<file path="config.mk">
export PLATFORM = sky130hd
export DESIGN_NAME = stack_machine_alu_flat
export DESIGN_NICKNAME = d
export VERILOG_FILES = /design/src/rtl/sma_pkg.sv /design/src/rtl/sma_in_if.sv /design/src/rtl/sma_out_if.sv /design/src/rtl/stack_machine_alu.sv /design/src/flat_wrapper.sv
export VERILOG_INCLUDE_DIRS = /design/src /design/src/rtl
export SDC_FILE = /design/constraint.sdc
export NUM_CORES = 2
export LEC_CHECK = 0
export BUFFER_PORTS_ARGS = -buffer_cell sky130_fd_sc_hd__buf_4
export CORE_ASPECT_RATIO = 0.8
export CORE_UTILIZATION = 35
export CTS_CLUSTER_DIAMETER = 50
export CTS_CLUSTER_SIZE = 16
export DETAILED_ROUTE_END_ITERATION = 10
export HOLD_SLACK_MARGIN = 0.15
export SLEW_MARGIN = 10
export SYNTH_ARGS = -nofsm -noshare
export SYNTH_HDL_FRONTEND = slang
export SYNTH_SLANG_ARGS = --single-unit
</file>
<file path="constraint.sdc">
create_clock -name clk -period 21.7 [get_ports clk]
set_input_delay 5.425 -clock clk [delete_from_list [all_inputs] [get_ports clk]]
set_output_delay 5.425 -clock clk [all_outputs]
set_load 0.01 [all_outputs]
</file>
<file path="src/rtl/stack_machine_alu_defines.svh">
// ----------------------------------------------------------------------------
// Stack machine ALU assertion macros
// Shared concurrent assertion forms, clocked on clk and quiet during reset.
// ----------------------------------------------------------------------------
`ifndef STACK_MACHINE_ALU_DEFINES_SVH
`define STACK_MACHINE_ALU_DEFINES_SVH

// The consequent must hold in the same cycle as the antecedent.
`define SMA_ASSERT_SAME(label, ante, cons, msg) \
    label: assert property (@(posedge clk) disable iff (!rst_n) (ante) |-> (cons)) \
        else $error(msg);

// The consequent must hold in the cycle after the antecedent.
`define SMA_ASSERT_NEXT(label, ante, cons, msg) \
    label: assert property (@(posedge clk) disable iff (!rst_n) (ante) |=> (cons)) \
        else $error(msg);

`endif

</file>
<file path="src/rtl/sma_pkg.sv">
// ----------------------------------------------------------------------------
// Stack machine ALU package
// Stack sizing, instruction kinds and status codes shared by the block.
// ----------------------------------------------------------------------------
package sma_pkg;

    localparam int STACK_DEPTH = 64;
    localparam int DEPTH_W     = $clog2(STACK_DEPTH + 1);
    localparam int ADDR_W      = $clog2(STACK_DEPTH);

    localparam logic [2:0] KIND_PUSH  = 3'd0;
    localparam logic [2:0] KIND_SUB   = 3'd1;
    localparam logic [2:0] KIND_DIV   = 3'd2;
    localparam logic [2:0] KIND_MUL   = 3'd3;
    localparam logic [2:0] KIND_MOD   = 3'd4;
    localparam logic [2:0] KIND_PCHAR = 3'd5;

    localparam logic [2:0] ST_OK      = 3'd0;
    localparam logic [2:0] ST_SHORT   = 3'd1;
    localparam logic [2:0] ST_DIVZERO = 3'd2;
    localparam logic [2:0] ST_CHAR    = 3'd3;
    localparam logic [2:0] ST_FULL    = 3'd4;

    localparam logic [31:0] CHAR_MAX = 32'd127;

endpackage

</file>
<file path="src/rtl/sma_in_if.sv">
// ----------------------------------------------------------------------------
// Stack machine ALU instruction channel
// Carries one instruction word with a valid/ready handshake.
// ----------------------------------------------------------------------------
interface sma_in_if;

    logic               valid;
    logic               ready;
    logic [2:0]         kind;
    logic signed [31:0] value;

    modport source (output valid, output kind, output value, input ready);
    modport sink   (input valid, input kind, input value, output ready);

endinterface

</file>
<file path="src/rtl/sma_out_if.sv">
// ----------------------------------------------------------------------------
// Stack machine ALU result channel
// Carries one result word with a valid/ready handshake.
// ----------------------------------------------------------------------------
interface sma_out_if;

    logic               valid;
    logic               ready;
    logic [2:0]         status;
    logic signed [31:0] top_value;
    logic [6:0]         char_code;
    logic               char_valid;

    modport source (output valid, output status, output top_value, output char_code,
                    output char_valid, input ready);
    modport sink   (input valid, input status, input top_value, input char_code,
                    input char_valid, output ready);

endinterface

</file>
<file path="src/rtl/stack_machine_alu.sv">
// ----------------------------------------------------------------------------
// Stack machine ALU
// Executes push, sub, div, mul, mod and pchar on a bounded word stack.
// ----------------------------------------------------------------------------
// Each instruction word produces exactly one result word, and one instruction
// is in flight at a time. Push, pchar, unused kinds and instructions rejected
// for a short stack go straight to the result. Sub and mul read the second
// operand from the stack memory through its registered read port and write
// the result back in a state of its own. A zero divisor is caught once the
// operands are read. Div and mod use the shared restoring divider, which
// resolves one quotient bit per cycle, followed by a sign fixup and the write
// back. The result word reaches the output register in the same cycle as the
// block returns to idle and is ready again, and a result that is still
// waiting in that register holds the block until it is taken.
module stack_machine_alu
    import sma_pkg::*;
(
    input  logic      clk,
    input  logic      rst_n,
    sma_in_if.sink    cmd,
    sma_out_if.source rsp
);

`include "stack_machine_alu_defines.svh"

    typedef enum logic [2:0] {
        S_IDLE,
        S_EXEC,
        S_DIVIDE,
        S_FIXUP,
        S_WRITE,
        S_RESULT
    } state_t;

    localparam logic [DEPTH_W-1:0] DEPTH_FULL = DEPTH_W'(STACK_DEPTH);

    state_t               state_reg, state_next;
    logic [2:0]           kind_reg, kind_next;
    logic [DEPTH_W-1:0]   depth_reg, depth_next;
    logic [31:0]          top_reg, top_next;
    logic [31:0]          res_reg, res_next;
    logic [31:0]          rem_reg, rem_next;
    logic [31:0]          quo_reg, quo_next;
    logic [31:0]          dvs_reg, dvs_next;
    logic [4:0]           cnt_reg, cnt_next;
    logic                 neg_reg, neg_next;
    logic [2:0]           status_reg, status_next;
    logic [6:0]           char_code_reg, char_code_next;
    logic                 char_valid_reg, char_valid_next;
    logic                 out_valid_reg, out_valid_next;
    logic [2:0]           out_status_reg, out_status_next;
    logic [31:0]          out_top_reg, out_top_next;
    logic [6:0]           out_char_code_reg, out_char_code_next;
    logic                 out_char_valid_reg, out_char_valid_next;

    logic [31:0]          stack_mem [STACK_DEPTH];
    logic [31:0]          rd_data_reg;
    logic                 mem_we;
    logic [ADDR_W-1:0]    mem_waddr;
    logic [31:0]          mem_wdata;
    logic [DEPTH_W-1:0]   depth_minus2;
    logic [31:0]          op_a, op_b, product, mag_a, mag_b, mag_res;
    logic [32:0]          trial;
    logic                 cmd_fire;
    logic                 push_room;
    logic                 char_out;
    logic [DEPTH_W-1:0]   depth_plus1;

    assign depth_minus2 = depth_reg - DEPTH_W'(2);
    assign op_a         = rd_data_reg;
    assign op_b         = top_reg;
    assign product      = op_a * op_b;
    assign mag_a        = op_a[31] ? (~op_a + 32'd1) : op_a;
    assign mag_b        = op_b[31] ? (~op_b + 32'd1) : op_b;
    assign trial        = {rem_reg, quo_reg[31]} - {1'b0, dvs_reg};
    assign mag_res      = (kind_reg == KIND_DIV) ? quo_reg : rem_reg;

    assign cmd_fire    = cmd.valid && cmd.ready;
    assign push_room   = cmd_fire && (cmd.kind == KIND_PUSH) && (depth_reg != DEPTH_FULL);
    assign char_out    = out_valid_reg && out_char_valid_reg;
    assign depth_plus1 = depth_reg + DEPTH_W'(1);

    assign cmd.ready      = (state_reg == S_IDLE);
    assign rsp.valid      = out_valid_reg;
    assign rsp.status     = out_status_reg;
    assign rsp.top_value  = out_top_reg;
    assign rsp.char_code  = out_char_code_reg;
    assign rsp.char_valid = out_char_valid_reg;

    always_ff @(posedge clk)
    begin
        if (mem_we)
        begin
            stack_mem[mem_waddr] <= mem_wdata;
        end
        rd_data_reg <= stack_mem[depth_minus2[ADDR_W-1:0]];
    end

    always_comb
    begin
        state_next          = state_reg;
        kind_next           = kind_reg;
        depth_next          = depth_reg;
        top_next            = top_reg;
        res_next            = res_reg;
        rem_next            = rem_reg;
        quo_next            = quo_reg;
        dvs_next            = dvs_reg;
        cnt_next            = cnt_reg;
        neg_next            = neg_reg;
        status_next         = status_reg;
        char_code_next      = char_code_reg;
        char_valid_next     = char_valid_reg;
        out_valid_next      = out_valid_reg && !rsp.ready;
        out_status_next     = out_status_reg;
        out_top_next        = out_top_reg;
        out_char_code_next  = out_char_code_reg;
        out_char_valid_next = out_char_valid_reg;
        mem_we              = 1'b0;
        mem_waddr           = depth_minus2[ADDR_W-1:0];
        mem_wdata           = res_reg;

        case (state_reg)
            S_IDLE:
            begin
                if (cmd.valid)
                begin
                    kind_next       = cmd.kind;
                    status_next     = ST_OK;
                    char_code_next  = 7'd0;
                    char_valid_next = 1'b0;
                    state_next      = S_RESULT;
                    case (cmd.kind)
                        KIND_PUSH:
                        begin
                            if (depth_reg == DEPTH_FULL)
                            begin
                                status_next = ST_FULL;
                            end
                            else
                            begin
                                mem_we     = 1'b1;
                                mem_waddr  = depth_reg[ADDR_W-1:0];
                                mem_wdata  = cmd.value;
                                top_next   = cmd.value;
                                depth_next = depth_reg + DEPTH_W'(1);
                            end
                        end
                        KIND_SUB, KIND_DIV, KIND_MUL, KIND_MOD:
                        begin
                            if (depth_reg < DEPTH_W'(2))
                            begin
                                status_next = ST_SHORT;
                            end
                            else
                            begin
                                state_next = S_EXEC;
                            end
                        end
                        KIND_PCHAR:
                        begin
                            if (depth_reg == DEPTH_W'(0))
                            begin
                                status_next = ST_SHORT;
                            end
                            else if (top_reg > CHAR_MAX)
                            begin
                                status_next = ST_CHAR;
                            end
                            else
                            begin
                                char_code_next  = top_reg[6:0];
                                char_valid_next = 1'b1;
                            end
                        end
                        default:
                        begin
                            status_next = ST_OK;
                        end
                    endcase
                end
            end
            S_EXEC:
            begin
                case (kind_reg)
                    KIND_SUB:
                    begin
                        res_next   = op_a - op_b;
                        state_next = S_WRITE;
                    end
                    KIND_MUL:
                    begin
                        res_next   = product;
                        state_next = S_WRITE;
                    end
                    KIND_DIV, KIND_MOD:
                    begin
                        if (op_b == 32'd0)
                        begin
                            status_next = ST_DIVZERO;
                            state_next  = S_RESULT;
                        end
                        else
                        begin
                            rem_next   = 32'd0;
                            quo_next   = mag_a;
                            dvs_next   = mag_b;
                            cnt_next   = 5'd0;
                            neg_next   = (kind_reg == KIND_DIV) ? (op_a[31] ^ op_b[31])
                                                                : op_a[31];
                            state_next = S_DIVIDE;
                        end
                    end
                    default:
                    begin
                        state_next = S_RESULT;
                    end
                endcase
            end
            S_DIVIDE:
            begin
                if (!trial[32])
                begin
                    rem_next = trial[31:0];
                end
                else
                begin
                    rem_next = {rem_reg[30:0], quo_reg[31]};
                end
                quo_next = {quo_reg[30:0], ~trial[32]};
                cnt_next = cnt_reg + 5'd1;
                if (cnt_reg == 5'd31)
                begin
                    state_next = S_FIXUP;
                end
            end
            S_FIXUP:
            begin
                res_next   = neg_reg ? (~mag_res + 32'd1) : mag_res;
                state_next = S_WRITE;
            end
            S_WRITE:
            begin
                mem_we     = 1'b1;
                top_next   = res_reg;
                depth_next = depth_reg - DEPTH_W'(1);
                state_next = S_RESULT;
            end
            S_RESULT:
            begin
                if (!out_valid_reg || rsp.ready)
                begin
                    out_valid_next      = 1'b1;
                    out_status_next     = status_reg;
                    out_top_next        = (depth_reg == DEPTH_W'(0)) ? 32'd0 : top_reg;
                    out_char_code_next  = char_code_reg;
                    out_char_valid_next = char_valid_reg;
                    state_next          = S_IDLE;
                end
            end
            default:
            begin
                state_next = S_IDLE;
            end
        endcase
    end

    always_ff @(posedge clk or negedge rst_n)
    begin
        if (!rst_n)
        begin
            state_reg          <= S_IDLE;
            kind_reg           <= KIND_PUSH;
            depth_reg          <= '0;
            top_reg            <= '0;
            res_reg            <= '0;
            rem_reg            <= '0;
            quo_reg            <= '0;
            dvs_reg            <= '0;
            cnt_reg            <= '0;
            neg_reg            <= 1'b0;
            status_reg         <= ST_OK;
            char_code_reg      <= '0;
            char_valid_reg     <= 1'b0;
            out_valid_reg      <= 1'b0;
            out_status_reg     <= ST_OK;
            out_top_reg        <= '0;
            out_char_code_reg  <= '0;
            out_char_valid_reg <= 1'b0;
        end
        else
        begin
            state_reg          <= state_next;
            kind_reg           <= kind_next;
            depth_reg          <= depth_next;
            top_reg            <= top_next;
            res_reg            <= res_next;
            rem_reg            <= rem_next;
            quo_reg            <= quo_next;
            dvs_reg            <= dvs_next;
            cnt_reg            <= cnt_next;
            neg_reg            <= neg_next;
            status_reg         <= status_next;
            char_code_reg      <= char_code_next;
            char_valid_reg     <= char_valid_next;
            out_valid_reg      <= out_valid_next;
            out_status_reg     <= out_status_next;
            out_top_reg        <= out_top_next;
            out_char_code_reg  <= out_char_code_next;
            out_char_valid_reg <= out_char_valid_next;
        end
    end

    // The stack never holds more entries than the memory has rows.
    `SMA_ASSERT_SAME(a_depth_bound, 1'b1, depth_reg <= DEPTH_FULL, "stack depth out of range")
    // A character is only reported together with a successful status.
    `SMA_ASSERT_SAME(a_char_ok, char_out, out_status_reg == ST_OK, "char with error status")
    // An accepted push onto a stack with room grows the stack by one entry.
    `SMA_ASSERT_NEXT(a_push_grow, push_room, depth_reg == $past(depth_plus1), "push did not grow")
    // Nothing is accepted while an instruction is still in flight.
    `SMA_ASSERT_NEXT(a_one_in_flight, cmd_fire, !cmd.ready, "second word accepted in flight")

endmodule
</file>
<file path="src/flat_wrapper.sv">
// flat-port wrapper written by rule: the top's interface ports become plain ports
module stack_machine_alu_flat import sma_pkg::*;
  (clk, rst_n, cmd_valid, cmd_kind, cmd_value, cmd_ready, rsp_valid, rsp_status, rsp_top_value, rsp_char_code, rsp_char_valid, rsp_ready);
  sma_in_if cmd_i ();
  sma_out_if rsp_i ();
  input  logic clk;
  input  logic rst_n;
  input wire logic [$bits(cmd_i.valid)-1:0] cmd_valid;
  input wire logic [$bits(cmd_i.kind)-1:0] cmd_kind;
  input wire logic [$bits(cmd_i.value)-1:0] cmd_value;
  output wire logic [$bits(cmd_i.ready)-1:0] cmd_ready;
  output wire logic [$bits(rsp_i.valid)-1:0] rsp_valid;
  output wire logic [$bits(rsp_i.status)-1:0] rsp_status;
  output wire logic [$bits(rsp_i.top_value)-1:0] rsp_top_value;
  output wire logic [$bits(rsp_i.char_code)-1:0] rsp_char_code;
  output wire logic [$bits(rsp_i.char_valid)-1:0] rsp_char_valid;
  input wire logic [$bits(rsp_i.ready)-1:0] rsp_ready;
  assign cmd_i.valid = cmd_valid;
  assign cmd_i.kind = cmd_kind;
  assign cmd_i.value = cmd_value;
  assign cmd_ready = cmd_i.ready;
  assign rsp_valid = rsp_i.valid;
  assign rsp_status = rsp_i.status;
  assign rsp_top_value = rsp_i.top_value;
  assign rsp_char_code = rsp_i.char_code;
  assign rsp_char_valid = rsp_i.char_valid;
  assign rsp_i.ready = rsp_ready;
  stack_machine_alu u_core (.clk(clk), .rst_n(rst_n), .cmd(cmd_i), .rsp(rsp_i));
endmodule
</file>
=== After elaboration in Yosys (flattened, before gate mapping) ===
Memories as Yosys holds them, arrays and structs flattened. A register that Yosys moved wholly into a read port is not among the register bits.
Cells that the tools add are included.

* Logic and storage cells: 150
* Input port bits: 39
* Bits in latches: 0
* Bits in read-only memories: 0
* Register bits: 234
* Memory bits (writable): 2048
* Memories: 1

* Reduce and logical (&&, ||, !) cells: 23
* $lt $le $gt $ge: 2
* Shifts and indexed selects: 0
* Div/mod/pow operators: 0
* Bitwise operators: 6
* Eq/ne operators: 25
* Muxes and demuxes: 65
* $add $sub $neg: 9
* Multiply operators: 1

{| class="wikitable"
|+ Memory list
! name !! depth !! bits a word !! read ports !! clocked after Yosys merged registers in !! wr ports !! RTL line !! source
|-
| u_core.stack_mem || 64 || 32 || 1 || 1 || 1 || stack_machine_alu.sv:56 || <nowiki>logic [31:0] stack_mem [STACK_DEPTH];</nowiki>
|}

{| class="wikitable"
|+ Operators with widths
! operator !! number
|-
| 2-to-1 mux 32 bit || 17
|-
| case mux 32 bit (2 select lines) || 5
|-
| adder 32 x 1 -> 32 bit, second input constant || 3
|-
| inverter 32 bit || 3
|-
| 2-to-1 mux 7 bit || 6
|-
| 2-to-1 mux 3 bit || 11
|-
| subtractor 33 x 32 -> 33 bit || 1
|-
| greater-than comparator 32 x 7 -> 1 bit, second input constant || 1
|-
| zero test 32 bit || 1
|-
| multiplier 32 x 32 -> 32 bit || 1
|-
| subtractor 32 bit || 1
|-
| 2-to-1 mux 6 bit || 4
|-
| equality test 3 x 2 -> 1 bit, second input constant || 6
|-
| case mux 3 bit (6 select lines) || 1
|-
| equality test 3 bit, second input constant || 5
|-
| case mux 7 bit (2 select lines) || 1
|-
| 2-to-1 mux 1 bit || 12
|-
| case mux 3 bit (2 select lines) || 2
|-
| 2-to-1 mux 5 bit || 2
|-
| inequality test 2 x 1 -> 1 bit, second input constant || 5
|-
| case mux 5 bit (2 select lines) || 1
|-
| equality test 3 x 1 -> 1 bit, second input constant || 3
|-
| case mux 3 bit (3 select lines) || 1
|-
| AND reduction 3 bit || 3
|-
| other kinds (23) || 35
|}

=== Longest topological paths before layout ===
* Depth in word-level cells: 7
* Mapped depth: 28

=== Least setup slack after synthesis ===
Ideal clock, no wire load.

* Path kind: input to register
* Start: in cmd_kind[2]
* End: mem u_core.stack_mem[34][0], enable pin
* Data required time: 21.239 ns
* Slack: 11.971 ns
* Stages: 8
* Arrival time: 9.268 ns
* Setup time: 0.461 ns
* Cell sequence: or4_1 nor2b_1 buf_2 nor2_1 xnor2_1 or3_1 or2_2 nor3_1

* Longest elaborated chain between the ends: 6

{| class="wikitable"
|+ Ends and longest elaborated chain
! what !! RTL line !! source
|-
| from (decl) || flat_wrapper.sv:9 || <nowiki>input wire logic [$bits(cmd_i.kind)-1:0] cmd_kind;</nowiki>
|-
| zero test 3 bit * || - ||
|-
| 2-to-1 mux 1 bit || stack_machine_alu.sv:133 || <nowiki>case (cmd.kind)</nowiki>
|-
| 2-to-1 mux 1 bit || stack_machine_alu.sv:126 || <nowiki>if (cmd.valid)</nowiki>
|-
| case mux 1 bit (2 select lines) || stack_machine_alu.sv:123 || <nowiki>case (state_reg)</nowiki>
|-
| 2-to-1 mux 1 bit || stack_machine_alu.sv:92 || <nowiki>if (mem_we)</nowiki>
|-
| 2-to-1 mux 1 bit (not written as such) || stack_machine_alu.sv:94 || <nowiki>stack_mem[mem_waddr] <= mem_wdata;</nowiki>
|-
| to (decl) || stack_machine_alu.sv:56 ||
|}

Every way passes the cells marked *; elsewhere a longest branch is shown, timed or not.

=== Worst setup path in the final report ===
* Start: in cmd_valid
* End: mem u_core.stack_mem[44][12], enable pin

* Longest elaborated chain between the ends: 4

{| class="wikitable"
|+ Ends and longest elaborated chain
! what !! RTL line !! source
|-
| from (decl) || flat_wrapper.sv:8 || <nowiki>input wire logic [$bits(cmd_i.valid)-1:0] cmd_valid;</nowiki>
|-
| 2-to-1 mux 1 bit || stack_machine_alu.sv:126 ||
|-
| case mux 1 bit (2 select lines) || stack_machine_alu.sv:123 ||
|-
| 2-to-1 mux 1 bit || stack_machine_alu.sv:92 ||
|-
| 2-to-1 mux 1 bit (not written as such) || stack_machine_alu.sv:94 ||
|}

Several ways; a longest one is shown, not always the timed one.

==> results.md <==
* Status: finished, final reports clean
* Finished Cell Area at around 120000 sq um
* Pin count of the biggest net entering global routing at 147
* FF-to-FF Start: u_core.op_a[1]
* Reg area at approximately 68000 sq um
* Flop2flop setup slack at 13520 ps
* Final ANT Viol Nets at 0
* Number of synthesized flops with an enable pin at approximately 2000
* DRT Pass-1 Iters at 5
* Hold Vio Cnt, Final at 0
* CTS max path bufs at 4
* # Max-Cap Violations at 0
* Worst setup EP type: flip-flop
* Total number of vias at 60839
* RSZ-0062 raised after global routing: false
* Critical path class: input port to flip-flop
* Fin util at 0.389
* Critical Path End: u_core.stack_mem[44][12]
* Vias in the first global route at about 60000
* Multi-input gate area at 40100 sq um
* Largest reg by FF count: u_core.stack_mem
* Top-area cell type share of the netlist area at 0.556
* Sinks on Clock Net at about 2300
* Total CTS buffers at 192
* Leading register cell type out of synthesis: edfxtp_1
* Fin. max-slew vios at 0
* NumNets Final at 7379
* Hold buffers post-CTS at 0
* GRT Resource Usage Total at 0.195
* Post-synth top cells: edfxtp_1 (2048), mux4_2 (671), nand2_1 (490), inv_1 (464), fa_1 (411)
* Initial antenna violation count at 35
* First-pass GRT wire length at roughly 450 mm
* Most frequent cell after synthesis: edfxtp_1
* Worst-path clk slew at approximately 70 ps
* Relative slew margins at 0.127
* Htree depth at 4
* Register area share after synthesis at 0.615
* Drt via density at about 5.5
* Synthesized area at approximately 110000 sq um
* Post-CTS setup buffers at 0
* DRT Wirelength at 313 mm
* Gate Count Post-Synth at between 6000 and 7000
* Die Wd at between 600 and 700 microns
* Gpl congestion at 0.932
* Final WS setup at 12480 ps
* IO buf count at 83
* Root Buffer: clkbuf_16
* Synth area leaders: edfxtp_1 (56%), mux4_2 (14%), fa_1 (7.4%), dfrtp_1 (5.3%), ha_1 (2.4%)
* Post_cts resized at 0
* Filler cells at between 20000 and 30000
* Post-DP HPWL at around 200 mm
* Die ar. at roughly 320000 sq um
* Path category of the worst min-delay check: flip-flop to flip-flop
* TNS Setup at 0 ps
* Crit. Startpoint: cmd_valid
* Cell variety after synth at around 90
* Synth Area per Inst at around 17 sq um
* Dpl ws at ~12000 ps
* Ys async rst share at 0.101
* Post-route DRC at 0
* Die H at between 500 and 600 microns
* P&R area growth vs syn at 10.6%
* Routed WL per cell at around 28 microns
* Placed Instance Area at roughly 120000 sq um
* Initial Util at 0.352
* Crit-path max FO at 32
* FMAX at 109 MHz
* Worst Max-Slew Pin Slew at 1310 ps
* Startpoint Class: input port
* WP data arrival at 9650 ps
* Core Box Area at approximately 310000 sq um
* GR Overflow Total at 0
* Worst path required time at 22130 ps
* HP Start: u_core.rsp.status[1]
* Share of cells above drive strength 1 at 0.189
* Skew-Pair Late Insertion Delay at 900 ps
* Rows at about 180
* Syn. warnings at 0
* Final period utilization at 0.425
* Crit Reg-Reg Endpoint: u_core.res_reg[23]
* CTS tree: built
* R2R depth at 24
* I/O pin cnt at 84
* Yosys reg bits at 2314
* Detailed router's first-iteration violation count at between 7000 and 8000
* Clock skew at 93.5 ps
* Net count after synthesis at between 7000 and 8000
* Max reg flops at ~2000
* Yosys top cell by area: edfxtp_1
* Final setup vio count at 0
* Min Tclk post-route at between 9000 and 10000 ps
==> per-stage QoR <==
step	hold WS [ps]	cells
after floorplan	439	6685
after global placement	460	10705
after detailed placement	465	10705
after CTS	481	10984
after global routing	505	10986
final	481	10996
==> final cells by class <==
cell class / instances / share of cell area
clock buffers: 221 / 0.0406
repair buffers: 215 / 0.0139
flip-flops and latches: 2314 / 0.556
clock inverters: 58 / 0.00473
multi-input cells: 3524 / 0.327
inverters: 469 / 0.0144
well taps: 4185 / 0.0428
diodes: 10 / 0.000205
==> worst min path at each step <==
stage / to / slack, ps / cells after the start
final: u_core.rsp.status[1] / 480 / 2
after floorplan: u_core.rsp.status[0] / 440 / 2
after detailed placement: u_core.rsp.status[1] / 470 / 2
after CTS: u_core.rsp.status[1] / 480 / 2
after global placement: u_core.rsp.char_code[4] / 460 / 2
after global routing: u_core.rsp.top_value[22] / 510 / 2
==> placed cells by master, fill, tap and decap left out, types with 87 or more instances in the layout <==
cell / count
fa_1: 411
mux4_2: 671
edfxtp_1: 2048
ha_1: 212
nand2_1: 489
xnor2_1: 149
and2_1: 262
clkbuf_16: 194
dfrtp_1: 232
o21ai_0: 229
mux2i_1: 98
nor2_1: 168
buf_4: 208
inv_1: 464
a21oi_1: 87
==> critical path: stages <==
cell	delay, ps
buf_4	100
nand2_1	400
or4_1	730
nor2b_4	350
mux2_2	300
nor2b_1	250
nand3_1	820
nor2_4	1210
==> per-layer routing <==
layer / up-vias / routed length (microns) / part of all wire / global-route usage
li1: 25132 / - / - / -
met1: 32435 / 138000 / 0.44 / 0.296
met2: 2792 / 133000 / 0.42 / 0.277
met3: 466 / 32200 / 0.10 / 0.0471
met4: 14 / 10100 / 0.032 / 0.0560
met5: - / 136 / 0.00043 / 0
==> cell families after synthesis <==
logic type	share of synthesized area
fa+ha+maj	0.0985
simple gates	0.0526
buf+inv	0.0292
compound gates	0.0373
mux	0.150
xor+xnor	0.0181
flops	0.615
Power is not shown: default switching activity piles up to over one toggle a cycle in this logic, so the estimate is an artifact.
